### config.mk
export PLATFORM = sky130hd
export DESIGN_NAME = push_force_assist_controller_top_flat
export DESIGN_NICKNAME = d
export VERILOG_FILES = /design/src/design/pfa_pkg.sv /design/src/design/pfa_tick_if.sv /design/src/design/pfa_cmd_if.sv /design/src/design/push_force_assist_controller_top.sv /design/src/design/pfa_serial_mul.sv /design/src/design/pfa_index_div.sv /design/src/flat_wrapper.sv
export SDC_FILE = /design/constraint.sdc
export NUM_CORES = 1
export LEC_CHECK = 0
export ABC_AREA = 1
export BUFFER_PORTS_ARGS = -buffer_cell sky130_fd_sc_hd__clkbuf_2
export CAP_MARGIN = 30
export CORE_MARGIN = 2
export CORE_UTILIZATION = 64
export CTS_CLUSTER_DIAMETER = 40
export DETAILED_ROUTE_END_ITERATION = 16
export PLACE_DENSITY = 0.93
export SLEW_MARGIN = 0
export SYNTH_ARGS = -nofsm -noshare
export SYNTH_HDL_FRONTEND = slang
export SYNTH_SLANG_ARGS = --single-unit
### constraint.sdc
create_clock -name clk -period 6.3 [get_ports clk]
set_clock_uncertainty 0.05 [all_clocks]
set_input_delay 1.26 -clock clk [delete_from_list [all_inputs] [get_ports clk]]
set_output_delay 1.26 -clock clk [all_outputs]
set_load 0.05 [all_outputs]
### src/design/pfa_pkg.sv
`timescale 1ns / 1ps
// ----------------------------------------------------------------------------
// Push force assist controller package
// Shared widths, register codes, reset values, mode codes and the quarter-wave
// sine table used by the assist controller.
// ----------------------------------------------------------------------------
package pfa_pkg;

  // Field widths.
  localparam int FORCE_W = 16;
  localparam int PITCH_W = 16;
  localparam int VEL_W   = 16;
  localparam int MODE_W  = 2;
  localparam int CFG_W   = 16;
  localparam int REG_IDX_W = 3;

  // Quarter-wave sine table: 2^SINE_DEPTH_LOG2 steps over a quarter turn.
  localparam int SINE_DEPTH_LOG2 = 8;
  localparam int SINE_DEPTH      = 1 << SINE_DEPTH_LOG2;
  localparam int SINE_W          = 15;

  // Pitch magnitude limit, pi/2 in 2^-14 rad.
  localparam int PMAG_W = 15;
  localparam logic [PMAG_W-1:0] HALF_PI_P = 15'd25736;

  // Index divider: numerator is |pitch| * depth + pi/4, quotient up to depth.
  localparam int NUM_W = PMAG_W + SINE_DEPTH_LOG2;
  localparam int IDX_W = SINE_DEPTH_LOG2 + 1;
  localparam logic [NUM_W-1:0] SINE_ROUND = NUM_W'(25736 / 2);

  // pi/2 in Q30 for the table build.
  localparam longint unsigned HALF_PI_Q30 = 64'd1686629713;

  // Configuration register map.
  typedef enum logic [REG_IDX_W-1:0] {
    REG_PUSH_GAIN  = 3'd0,
    REG_MAX_ASSIST = 3'd1,
    REG_DEADZONE   = 3'd2,
    REG_HYSTERESIS = 3'd3,
    REG_SLOPE_GAIN = 3'd4,
    REG_DRAG_GAIN  = 3'd5
  } cfg_reg_e;

  localparam logic [15:0] PUSH_GAIN_RST  = 16'd128;
  localparam logic [14:0] MAX_ASSIST_RST = 15'd1024;
  localparam logic [14:0] DEADZONE_RST   = 15'd128;
  localparam logic [14:0] HYSTERESIS_RST = 15'd32;
  localparam logic [15:0] SLOPE_GAIN_RST = 16'd128;
  localparam logic [15:0] DRAG_GAIN_RST  = 16'd77;

  // Output mode codes.
  typedef enum logic [MODE_W-1:0] {
    MODE_IDLE   = 2'd0,
    MODE_ASSIST = 2'd1,
    MODE_BRAKE  = 2'd2
  } mode_e;

  typedef logic [SINE_W-1:0] sine_rom_t [SINE_DEPTH];

  // One table entry: Taylor series through x^13 in Q30, rounded to Q14.
  function automatic logic [SINE_W-1:0] sine_entry(input int unsigned k);
    longint unsigned x;
    longint unsigned term;
    longint unsigned q;
    longint          sum;
    x    = (longint'(k) * HALF_PI_Q30) >> SINE_DEPTH_LOG2;
    term = x;
    sum  = longint'(x);
    term = (((term * x) >> 30) * x) >> 30;
    term = term / 6;
    sum  = sum - longint'(term);
    term = (((term * x) >> 30) * x) >> 30;
    term = term / 20;
    sum  = sum + longint'(term);
    term = (((term * x) >> 30) * x) >> 30;
    term = term / 42;
    sum  = sum - longint'(term);
    term = (((term * x) >> 30) * x) >> 30;
    term = term / 72;
    sum  = sum + longint'(term);
    term = (((term * x) >> 30) * x) >> 30;
    term = term / 110;
    sum  = sum - longint'(term);
    term = (((term * x) >> 30) * x) >> 30;
    term = term / 156;
    sum  = sum + longint'(term);
    q = 0;
    if (sum > 0) begin
      q = (longint'(sum) + 32768) >> 16;
    end
    if (q > 16384) begin
      q = 16384;
    end
    return SINE_W'(q);
  endfunction

  function automatic sine_rom_t build_sine_rom();
    sine_rom_t rom;
    for (int unsigned k = 0; k < SINE_DEPTH; k++) begin
      rom[k] = sine_entry(k);
    end
    return rom;
  endfunction

  localparam sine_rom_t SINE_ROM = build_sine_rom();
  // The entry at exactly a quarter turn sits outside the power-of-two table.
  localparam logic [SINE_W-1:0] SINE_TOP = sine_entry(SINE_DEPTH);

endpackage

### src/design/pfa_tick_if.sv
`timescale 1ns / 1ps
// ----------------------------------------------------------------------------
// Control tick channel
// Valid/ready channel carrying one control tick: force and pitch samples.
// ----------------------------------------------------------------------------
interface pfa_tick_if;
  import pfa_pkg::*;

  logic               valid;
  logic               ready;
  logic [FORCE_W-1:0] force_sample;
  logic               force_valid;
  logic [PITCH_W-1:0] pitch_sample;
  logic               pitch_valid;

  modport source (
    output valid, force_sample, force_valid, pitch_sample, pitch_valid,
    input  ready
  );

  modport sink (
    input  valid, force_sample, force_valid, pitch_sample, pitch_valid,
    output ready
  );
endinterface

### src/design/pfa_cmd_if.sv
`timescale 1ns / 1ps
// ----------------------------------------------------------------------------
// Velocity command channel
// Valid/ready channel carrying one velocity request and its mode.
// ----------------------------------------------------------------------------
interface pfa_cmd_if;
  import pfa_pkg::*;

  logic              valid;
  logic              ready;
  logic [VEL_W-1:0]  velocity_request;
  logic [MODE_W-1:0] mode;

  modport source (
    output valid, velocity_request, mode,
    input  ready
  );

  modport sink (
    input  valid, velocity_request, mode,
    output ready
  );
endinterface

### src/design/push_force_assist_controller_top.sv
`timescale 1ns / 1ps
// ----------------------------------------------------------------------------
// Push force assist controller
// Turns handle force and pitch samples into a velocity request with assist,
// brake and idle modes, using a serial divider and a serial multiplier.
// ----------------------------------------------------------------------------
//
//   Channel   Dir   Beat contents
//   --------  ----  ---------------------------------------------------------
//   tick      in    force_sample, force_valid, pitch_sample, pitch_valid
//   cmd       out   velocity_request, mode
//   wr_*      in    register write: wr_en, wr_index, wr_data (no handshake)
//
// Each tick beat yields exactly one cmd beat. The block works on one tick at
// a time: it takes no new tick until the cmd beat for the last one has been
// loaded into the output register. The work is done by the 9-step index
// divider and one 16-step pass of the serial multiplier, plus a second pass
// when assist or brake is active. The cmd output is registered, so a new tick
// is accepted while the previous command waits; a stalled cmd only holds up
// the end of the next tick. Reset is synchronous and brings the held samples,
// the assist flag and the registers back to their defaults; no clearing pass
// is needed.
// ----------------------------------------------------------------------------
module push_force_assist_controller_top (
  input  logic clk,
  input  logic rst,
  pfa_tick_if.sink  tick,
  pfa_cmd_if.source cmd,
  input  logic                            wr_en,
  input  logic [pfa_pkg::REG_IDX_W-1:0]   wr_index,
  input  logic [pfa_pkg::CFG_W-1:0]       wr_data
);
  import pfa_pkg::*;

  typedef enum logic [2:0] {
    S_IDLE,
    S_DIV,
    S_GRAV,
    S_DECIDE,
    S_VEL,
    S_OUT
  } state_t;

  state_t state;

  // Configuration registers.
  logic [15:0] push_gain;
  logic [14:0] max_assist;
  logic [14:0] deadzone;
  logic [14:0] hysteresis;
  logic [15:0] slope_gain;
  logic [15:0] drag_gain;

  // Held samples and control state.
  logic [FORCE_W-1:0] held_force;
  logic [PITCH_W-1:0] held_pitch;
  logic               assist_on;
  logic               pitch_neg;
  logic [16:0]        force_eff;
  mode_e              mode_reg;
  logic [VEL_W-1:0]   vel_reg;

  // Output register.
  logic               out_valid;
  logic [VEL_W-1:0]   out_vel;
  mode_e              out_mode;

  // Datapath signals.
  logic               accept;
  logic [PITCH_W-1:0] pitch_new;
  logic [16:0]        pitch_ext;
  logic [16:0]        pitch_abs;
  logic [PMAG_W-1:0]  pitch_mag;
  logic [NUM_W-1:0]   div_numer;
  logic               div_done;
  logic [IDX_W-1:0]   div_quot;
  logic [SINE_W-1:0]  sine_mag;
  logic               mul_start;
  logic [15:0]        mul_mcand;
  logic [15:0]        mul_mplier;
  logic               mul_done;
  logic [31:0]        mul_product;
  logic [32:0]        grav_sum;
  logic [15:0]        grav;
  logic [16:0]        force_ext;
  logic [16:0]        force_grav;
  logic [17:0]        f_wide;
  logic [17:0]        on_th;
  logic [17:0]        off_th;
  logic [17:0]        brake_sum;
  logic               above_on;
  logic               below_off;
  logic               below_dz;
  logic               on_next;
  mode_e              mode_next;
  logic [16:0]        f_abs;
  logic [15:0]        gain_sel;
  logic [32:0]        vel_sum;
  logic [28:0]        vel_mag;
  logic [14:0]        brake_lim;
  logic [VEL_W-1:0]   vel_next;

  // --------------------------------------------------------------------------
  // Register writes. Unused indexes are dropped.
  // --------------------------------------------------------------------------
  always_ff @(posedge clk) begin
    if (rst) begin
      push_gain  <= PUSH_GAIN_RST;
      max_assist <= MAX_ASSIST_RST;
      deadzone   <= DEADZONE_RST;
      hysteresis <= HYSTERESIS_RST;
      slope_gain <= SLOPE_GAIN_RST;
      drag_gain  <= DRAG_GAIN_RST;
    end else if (wr_en) begin
      unique case (wr_index)
        REG_PUSH_GAIN:  push_gain  <= wr_data;
        REG_MAX_ASSIST: max_assist <= wr_data[14:0];
        REG_DEADZONE:   deadzone   <= wr_data[14:0];
        REG_HYSTERESIS: hysteresis <= wr_data[14:0];
        REG_SLOPE_GAIN: slope_gain <= wr_data;
        REG_DRAG_GAIN:  drag_gain  <= wr_data;
        default: ;
      endcase
    end
  end

  assign accept     = tick.valid & tick.ready;
  assign tick.ready = (state == S_IDLE);

  // --------------------------------------------------------------------------
  // Sine index: |pitch| is saturated at a quarter turn, then scaled to the
  // table and divided by pi/2 with rounding to the nearest step.
  // --------------------------------------------------------------------------
  assign pitch_new = tick.pitch_valid ? tick.pitch_sample : held_pitch;
  assign pitch_ext = {pitch_new[PITCH_W-1], pitch_new};
  assign pitch_abs = pitch_new[PITCH_W-1] ? (~pitch_ext + 17'd1) : pitch_ext;
  assign pitch_mag = (pitch_abs > {2'b00, HALF_PI_P}) ? HALF_PI_P : pitch_abs[PMAG_W-1:0];
  assign div_numer = {pitch_mag, {SINE_DEPTH_LOG2{1'b0}}} + SINE_ROUND;

  pfa_index_div u_index_div (
    .clk   (clk),
    .rst   (rst),
    .start (accept),
    .numer (div_numer),
    .done  (div_done),
    .quot  (div_quot)
  );

  // The top index is exactly a quarter turn.
  always_comb begin
    if (div_quot[IDX_W-1]) begin
      sine_mag = SINE_TOP;
    end else begin
      sine_mag = SINE_ROM[div_quot[IDX_W-2:0]];
    end
  end

  // --------------------------------------------------------------------------
  // Shared multiplier: first slope_gain times |sine|, then |force| times the
  // selected gain. Both results are rounded half away from zero on the
  // magnitude and the sign is put back afterwards.
  // --------------------------------------------------------------------------
  assign mul_start  = ((state == S_DIV) && div_done) ||
                      ((state == S_DECIDE) && (mode_next != MODE_IDLE));
  assign mul_mcand  = (state == S_DIV) ? {1'b0, sine_mag} : f_abs[15:0];
  assign mul_mplier = (state == S_DIV) ? slope_gain : gain_sel;

  pfa_serial_mul #(
    .WIDTH (16)
  ) u_serial_mul (
    .clk     (clk),
    .rst     (rst),
    .start   (mul_start),
    .mcand   (mul_mcand),
    .mplier  (mul_mplier),
    .done    (mul_done),
    .product (mul_product)
  );

  // Gravity term in 1/64 N. The sine is at most 1.0, so it fits 15 bits.
  assign grav_sum   = {1'b0, mul_product} + 33'd32768;
  assign grav       = grav_sum[31:16];
  assign force_ext  = {held_force[FORCE_W-1], held_force};
  assign force_grav = pitch_neg ? (force_ext + {1'b0, grav}) : (force_ext - {1'b0, grav});

  // --------------------------------------------------------------------------
  // Mode decision with hysteresis around the dead zone. The off threshold
  // goes negative when the hysteresis is wider than the dead zone.
  // --------------------------------------------------------------------------
  assign f_wide    = {force_eff[16], force_eff};
  assign on_th     = {3'b000, deadzone} + {3'b000, hysteresis};
  assign off_th    = {3'b000, deadzone} - {3'b000, hysteresis};
  assign brake_sum = f_wide + {3'b000, deadzone};
  assign above_on  = $signed(f_wide) > $signed(on_th);
  assign below_off = $signed(f_wide) < $signed(off_th);
  assign below_dz  = brake_sum[17];
  assign on_next   = assist_on ? !below_off : above_on;
  assign f_abs     = force_eff[16] ? (~force_eff + 17'd1) : force_eff;
  assign gain_sel  = on_next ? push_gain : drag_gain;

  always_comb begin
    if (on_next) begin
      mode_next = MODE_ASSIST;
    end else if (below_dz) begin
      mode_next = MODE_BRAKE;
    end else begin
      mode_next = MODE_IDLE;
    end
  end

  // --------------------------------------------------------------------------
  // Velocity: divide by 16 with rounding, then clamp. Assist is limited only
  // at the top; a negative force under assist saturates at the 16-bit floor.
  // Brake always comes from a negative force and is floored at -max_assist.
  // --------------------------------------------------------------------------
  assign vel_sum   = {1'b0, mul_product} + 33'd8;
  assign vel_mag   = vel_sum[32:4];
  assign brake_lim = (vel_mag > {14'd0, max_assist}) ? max_assist : vel_mag[14:0];

  always_comb begin
    if ((mode_reg == MODE_ASSIST) && !force_eff[16]) begin
      vel_next = (vel_mag > {14'd0, max_assist}) ? {1'b0, max_assist} : vel_mag[15:0];
    end else if (mode_reg == MODE_ASSIST) begin
      vel_next = (vel_mag > 29'd32768) ? 16'h8000 : (~vel_mag[15:0] + 16'd1);
    end else begin
      vel_next = ~{1'b0, brake_lim} + 16'd1;
    end
  end

  // --------------------------------------------------------------------------
  // Sequencer and output register.
  // --------------------------------------------------------------------------
  always_ff @(posedge clk) begin
    if (rst) begin
      state      <= S_IDLE;
      held_force <= '0;
      held_pitch <= '0;
      assist_on  <= 1'b0;
      mode_reg   <= MODE_IDLE;
      out_valid  <= 1'b0;
    end else begin
      // A beat leaving the output register frees it, unless the sequencer
      // loads the next command in the same cycle.
      if (out_valid && cmd.ready && (state != S_OUT)) begin
        out_valid <= 1'b0;
      end
      unique case (state)
        S_IDLE: begin
          if (accept) begin
            if (tick.force_valid) begin
              held_force <= tick.force_sample;
            end
            held_pitch <= pitch_new;
            pitch_neg  <= pitch_new[PITCH_W-1];
            state      <= S_DIV;
          end
        end
        S_DIV: begin
          if (div_done) begin
            state <= S_GRAV;
          end
        end
        S_GRAV: begin
          if (mul_done) begin
            force_eff <= force_grav;
            state     <= S_DECIDE;
          end
        end
        S_DECIDE: begin
          assist_on <= on_next;
          mode_reg  <= mode_next;
          if (mode_next == MODE_IDLE) begin
            vel_reg <= '0;
            state   <= S_OUT;
          end else begin
            state <= S_VEL;
          end
        end
        S_VEL: begin
          if (mul_done) begin
            vel_reg <= vel_next;
            state   <= S_OUT;
          end
        end
        S_OUT: begin
          if (!out_valid || cmd.ready) begin
            out_valid <= 1'b1;
            out_vel   <= vel_reg;
            out_mode  <= mode_reg;
            state     <= S_IDLE;
          end
        end
        default: begin
          state <= S_IDLE;
        end
      endcase
    end
  end

  assign cmd.valid            = out_valid;
  assign cmd.velocity_request = out_vel;
  assign cmd.mode             = out_mode;

endmodule

### src/design/pfa_serial_mul.sv
`timescale 1ns / 1ps
// ----------------------------------------------------------------------------
// Serial multiplier
// Unsigned shift-add multiplier, one multiplier bit per cycle.
// ----------------------------------------------------------------------------
module pfa_serial_mul #(
  parameter int WIDTH = 16
) (
  input  logic               clk,
  input  logic               rst,
  input  logic               start,
  input  logic [WIDTH-1:0]   mcand,
  input  logic [WIDTH-1:0]   mplier,
  output logic               done,
  output logic [2*WIDTH-1:0] product
);

  localparam int CNT_W = $clog2(WIDTH);

  logic [2*WIDTH-1:0] acc;
  logic [WIDTH-1:0]   a_reg;
  logic [CNT_W-1:0]   cnt;
  logic               busy;
  logic [WIDTH:0]     part_sum;

  // Add to the upper half, then shift the whole accumulator right.
  assign part_sum = {1'b0, acc[2*WIDTH-1:WIDTH]} + (acc[0] ? {1'b0, a_reg} : '0);

  always_ff @(posedge clk) begin
    if (rst) begin
      busy <= 1'b0;
      done <= 1'b0;
      cnt  <= '0;
    end else begin
      done <= 1'b0;
      if (start) begin
        acc   <= {{WIDTH{1'b0}}, mplier};
        a_reg <= mcand;
        cnt   <= '0;
        busy  <= 1'b1;
      end else if (busy) begin
        acc <= {part_sum, acc[WIDTH-1:1]};
        cnt <= cnt + 1'b1;
        if (cnt == CNT_W'(WIDTH - 1)) begin
          busy <= 1'b0;
          done <= 1'b1;
        end
      end
    end
  end

  assign product = acc;

endmodule

### src/design/pfa_index_div.sv
`timescale 1ns / 1ps
// ----------------------------------------------------------------------------
// Sine index divider
// Restoring division by pi/2 (pitch units), one quotient bit per cycle.
// ----------------------------------------------------------------------------
module pfa_index_div (
  input  logic       clk,
  input  logic       rst,
  input  logic       start,
  input  logic [pfa_pkg::NUM_W-1:0] numer,
  output logic       done,
  output logic [pfa_pkg::IDX_W-1:0] quot
);
  import pfa_pkg::*;

  localparam int CNT_W = $clog2(IDX_W);

  logic [PMAG_W-1:0] rem;
  logic [IDX_W-1:0]  nq;
  logic [CNT_W-1:0]  cnt;
  logic              busy;
  logic [PMAG_W:0]   trial;
  logic [PMAG_W:0]   diff;
  logic              ge;

  // The remainder stays below the divisor, so the trial is below twice it.
  assign trial = {rem, nq[IDX_W-1]};
  assign ge    = trial >= {1'b0, HALF_PI_P};
  assign diff  = trial - {1'b0, HALF_PI_P};

  always_ff @(posedge clk) begin
    if (rst) begin
      busy <= 1'b0;
      done <= 1'b0;
      cnt  <= '0;
    end else begin
      done <= 1'b0;
      if (start) begin
        rem  <= {1'b0, numer[NUM_W-1:IDX_W]};
        nq   <= numer[IDX_W-1:0];
        cnt  <= '0;
        busy <= 1'b1;
      end else if (busy) begin
        rem <= ge ? diff[PMAG_W-1:0] : trial[PMAG_W-1:0];
        nq  <= {nq[IDX_W-2:0], ge};
        cnt <= cnt + 1'b1;
        if (cnt == CNT_W'(IDX_W - 1)) begin
          busy <= 1'b0;
          done <= 1'b1;
        end
      end
    end
  end

  assign quot = nq;

endmodule

### src/flat_wrapper.sv
// flat-port wrapper written by rule: the top's interface ports become plain ports
module push_force_assist_controller_top_flat import pfa_pkg::*;
  (clk, rst, wr_en, wr_index, wr_data, tick_valid, tick_force_sample, tick_force_valid, tick_pitch_sample, tick_pitch_valid, tick_ready, cmd_valid, cmd_velocity_request, cmd_mode, cmd_ready);
  pfa_tick_if tick_i ();
  pfa_cmd_if cmd_i ();
  input  logic clk;
  input  logic rst;
  input  logic wr_en;
  input  logic [pfa_pkg::REG_IDX_W-1:0] wr_index;
  input  logic [pfa_pkg::CFG_W-1:0] wr_data;
  input wire logic [$bits(tick_i.valid)-1:0] tick_valid;
  input wire logic [$bits(tick_i.force_sample)-1:0] tick_force_sample;
  input wire logic [$bits(tick_i.force_valid)-1:0] tick_force_valid;
  input wire logic [$bits(tick_i.pitch_sample)-1:0] tick_pitch_sample;
  input wire logic [$bits(tick_i.pitch_valid)-1:0] tick_pitch_valid;
  output wire logic [$bits(tick_i.ready)-1:0] tick_ready;
  output wire logic [$bits(cmd_i.valid)-1:0] cmd_valid;
  output wire logic [$bits(cmd_i.velocity_request)-1:0] cmd_velocity_request;
  output wire logic [$bits(cmd_i.mode)-1:0] cmd_mode;
  input wire logic [$bits(cmd_i.ready)-1:0] cmd_ready;
  assign tick_i.valid = tick_valid;
  assign tick_i.force_sample = tick_force_sample;
  assign tick_i.force_valid = tick_force_valid;
  assign tick_i.pitch_sample = tick_pitch_sample;
  assign tick_i.pitch_valid = tick_pitch_valid;
  assign tick_ready = tick_i.ready;
  assign cmd_valid = cmd_i.valid;
  assign cmd_velocity_request = cmd_i.velocity_request;
  assign cmd_mode = cmd_i.mode;
  assign cmd_i.ready = cmd_ready;
  push_force_assist_controller_top u_core (.clk(clk), .rst(rst), .tick(tick_i), .cmd(cmd_i), .wr_en(wr_en), .wr_index(wr_index), .wr_data(wr_data));
endmodule
==> flow_metrics.tcl <==
set metrics [dict create \
    hpwl_mm 59.1 \
    syn_avg_cell_area_um2 6.73 \
    setup_violations 0 \
    numCtsBuffers 41 \
    slew_headroom 0.323 \
    syn-num-nets 3476 \
    layout_setup_ws_ns 0.672 \
    num_rows 67 \
    pwr-share-clk 0.285 \
    instances_no_fill 3771 \
    post_cts_buffers 0 \
    dp_slack_ns 0.659 \
    multi_input_area_um2 13400 \
    cts_tree "done" \
    wl_mm 80.9 \
    largest_register_ffs 32 \
    cts_resized 0 \
    timing.final.crit_share 0.893 \
    core_um2 33600 \
    yosysTopAreaCell "edfxtp_1" \
    comb_power_share 0.433 \
    ys_ff_latch 267 \
    p_int_mw 4.43 \
    dieHeight_um 189 \
    finalNetCount 3500 \
    ys_seq_area_frac 0.300 \
    max_stage_delay_ns 0.38 \
    cts_sinks 267 \
    crit_required_ns 6.52 \
    cts_buffer_depth 3 \
    synth_top_cell_area_share 0.170 \
    grt_setup_unrepaired "false" \
    gp_congestion 1.08 \
    synth.cell_area_um2 21900 \
    synthCells 3262 \
    grt_max_degree 94 \
    p_leak_nw 11.1 \
    num-fill-cells 2631 \
    final.setup.tns_ns 0 \
    post-place-cells 3689 \
    cp-end-kind "flip-flop" \
    synth_edf_count 124 \
    antenna_found_initial 4 \
    numPortBuffers 77 \
    via_per_inst 6.42 \
    route.detailed.drc 0 \
    pin_count 78 \
    ant_nets 0 \
    async_flop_share 0 \
    synth_ff_type "dfxtp_1" \
    vdd_drop_max_mv 0.412 \
    drt-initial-drc-count 3031 \
    grtUsageTotal 0.447 \
    swShare 0.445 \
    seqPwrFrac 0.282 \
    area_delta_synth_final_pct 9.37 \
    final_layout_size_suffix_gt1_frac 0.0829 \
    ff_latch_area_um2 6590 \
    path_class "reg -> reg" \
    slowest_stage "nand2_2" \
    crit_path_max_fanout 20 \
    postCtsHoldBufs 0 \
    yosysWarnings 0 \
    fmax_mhz 178 \
    root_buffer "clkbuf_16" \
    p_per_area_nw_per_um2 333 \
    cap_violations 0 \
    die-area_um2 35800 \
    worst-slew-pin-transition_ns 1.01 \
    utilization 0.714 \
    synth_area_leaders "edfxtp_1 (17%), dfxtp_1 (13%), nand2_1 (12%), ha_1 (8.7%), nor2_1 (6.8%)" \
    cts_max_level 2 \
    grt_pass1_vias 23500 \
    cp-start-kind "flip-flop" \
    clkTransAtPathRegs_ns 0.06 \
    clk_latency_ns 0.57 \
    synth.distinct_cells 63 \
    period_minus_slack_ns 5.63 \
    vias 24200 \
    finalMaxSlewViolations 0 \
    hp-class "reg -> reg" \
    hold_violations 0 \
    initial_utilization 0.653 \
    wire_per_inst_um 21.5 \
    grt_overflow 0 \
    status "finished, final reports clean" \
    netSwitchingPower_mw 3.56 \
    die_w_um 189 \
    grt_pass1_wl_mm 126 \
    hold_ws_ns 0.368 \
    crit_top_cell "nand2_1" \
    drt_pass1_iterations 7 \
    crit_arrival_ns 5.85 \
]
## cells by family (layout without fill, tap and decap cells)
group	Yosys count	after routing	share of synthesized area
buf+inv	510	567	0.0901
xor+xnor	94	94	0.0375
fa+ha+maj	156	156	0.0903
simple gates	1565	1565	0.307
mux	2	2	0.000912
flops	267	267	0.300
compound gates	668	668	0.174
other cells	0	4	0
## stage by stage
stage	instance area [µm²]	power, mW
floorplan	21900	4.45
detailed placement	22600	5.49
global route	24000	8.29
global placement	22600	5.44
CTS	24000	7.78
finish	24000	7.98
## placed cells by master, fill, tap and decap left out, drive strengths merged, types with 4 or more instances in the layout
| master | netlist | layout |
|---|---|---|
| nand2 | 707 | 707 |
| nor2 | 424 | 424 |
| inv | 380 | 388 |
| nand3 | 298 | 298 |
| o21ai | 295 | 295 |
| a21oi | 219 | 219 |
| ha | 152 | 152 |
| dfxtp | 143 | 143 |
| clkbuf | 96 | 130 |
| edfxtp | 124 | 124 |
| xor2 | 78 | 78 |
| nor3 | 52 | 52 |
| nand4 | 31 | 31 |
| buf | 30 | 29 |
| or2 | 27 | 27 |
| a31oi | 24 | 24 |
| o211ai | 20 | 20 |
| xnor2 | 16 | 16 |
| o311ai | 16 | 16 |
| clkinv | 4 | 15 |
| o31ai | 12 | 12 |
| nand3b | 11 | 11 |
| o22ai | 11 | 11 |
| o21bai | 9 | 9 |
| nor4 | 8 | 8 |
| o221ai | 8 | 8 |
| a211oi | 6 | 6 |
| o2111ai | 6 | 6 |
| o21a | 5 | 5 |
| o32ai | 5 | 5 |
| a311oi | 5 | 5 |
| nor3b | 5 | 5 |
| diode | 0 | 4 |
| a32o | 4 | 4 |
| o41ai | 4 | 4 |
| fa | 4 | 4 |
## final cells by class
type                            instances  share of cell area
Antenna cell                            4            0.000417
Clock buffer                           52              0.0471
Clock inverter                         24             0.00964
Inverter                              384              0.0603
Multi-Input combinational cell       2485               0.558
Sequential cell                       267               0.274
Tap cell                              448              0.0234
Timing Repair Buffer                  107              0.0267
## worst max-delay path: cells and delay by family, from the launching register on
family / cells / cell delay (ns)
flip-flops: 1 / 0.34
adder cells (fa/ha/maj): 3 / 0.68
buffers and inverters: 6 / 1.08
AND/OR/NAND/NOR: 15 / 1.52
XOR/XNOR: 1 / 0.19
AO/OA/AOI/OAI: 8 / 1.48
## Yosys cell counts (51+ instances only)
master / count
nor2_1: 399
inv_1: 371
edfxtp_1: 124
o21ai_0: 275
a21oi_1: 218
xor2_1: 78
nor3_1: 51
ha_1: 152
nand2_1: 692
nand3_1: 293
clkbuf_1: 96
dfxtp_1: 143
## power by group through the flow
stage	clock network, mW	registers [mW]	logic (mW)
after floorplan	0	2.21	2.24
after global placement	0	2.27	3.18
after detailed placement	0	2.27	3.22
after CTS	2.27	2.24	3.27
after global routing	2.35	2.26	3.68
final	2.28	2.25	3.46
## worst paths after layout
check | start | end | slack, ns | depth (start not counted)
max | u_core.deadzone[0] | u_core.u_serial_mul.product[19] | 0.67 | 33
min | u_core.vel_reg[9] | u_core.cmd.velocity_request[9] | 0.37 | 0
max reg2reg | u_core.deadzone[0] | u_core.u_serial_mul.product[19] | 0.67 | 33
min reg2reg | u_core.vel_reg[9] | u_core.cmd.velocity_request[9] | 0.37 | 0
## per-layer routing
metal	global-route usage	share of wire
met5	0	0.00012
met4	0.307	0.078
met2	0.720	0.45
met1	0.522	0.35
met3	0.116	0.12
Power figures use the tool's default switching activity.
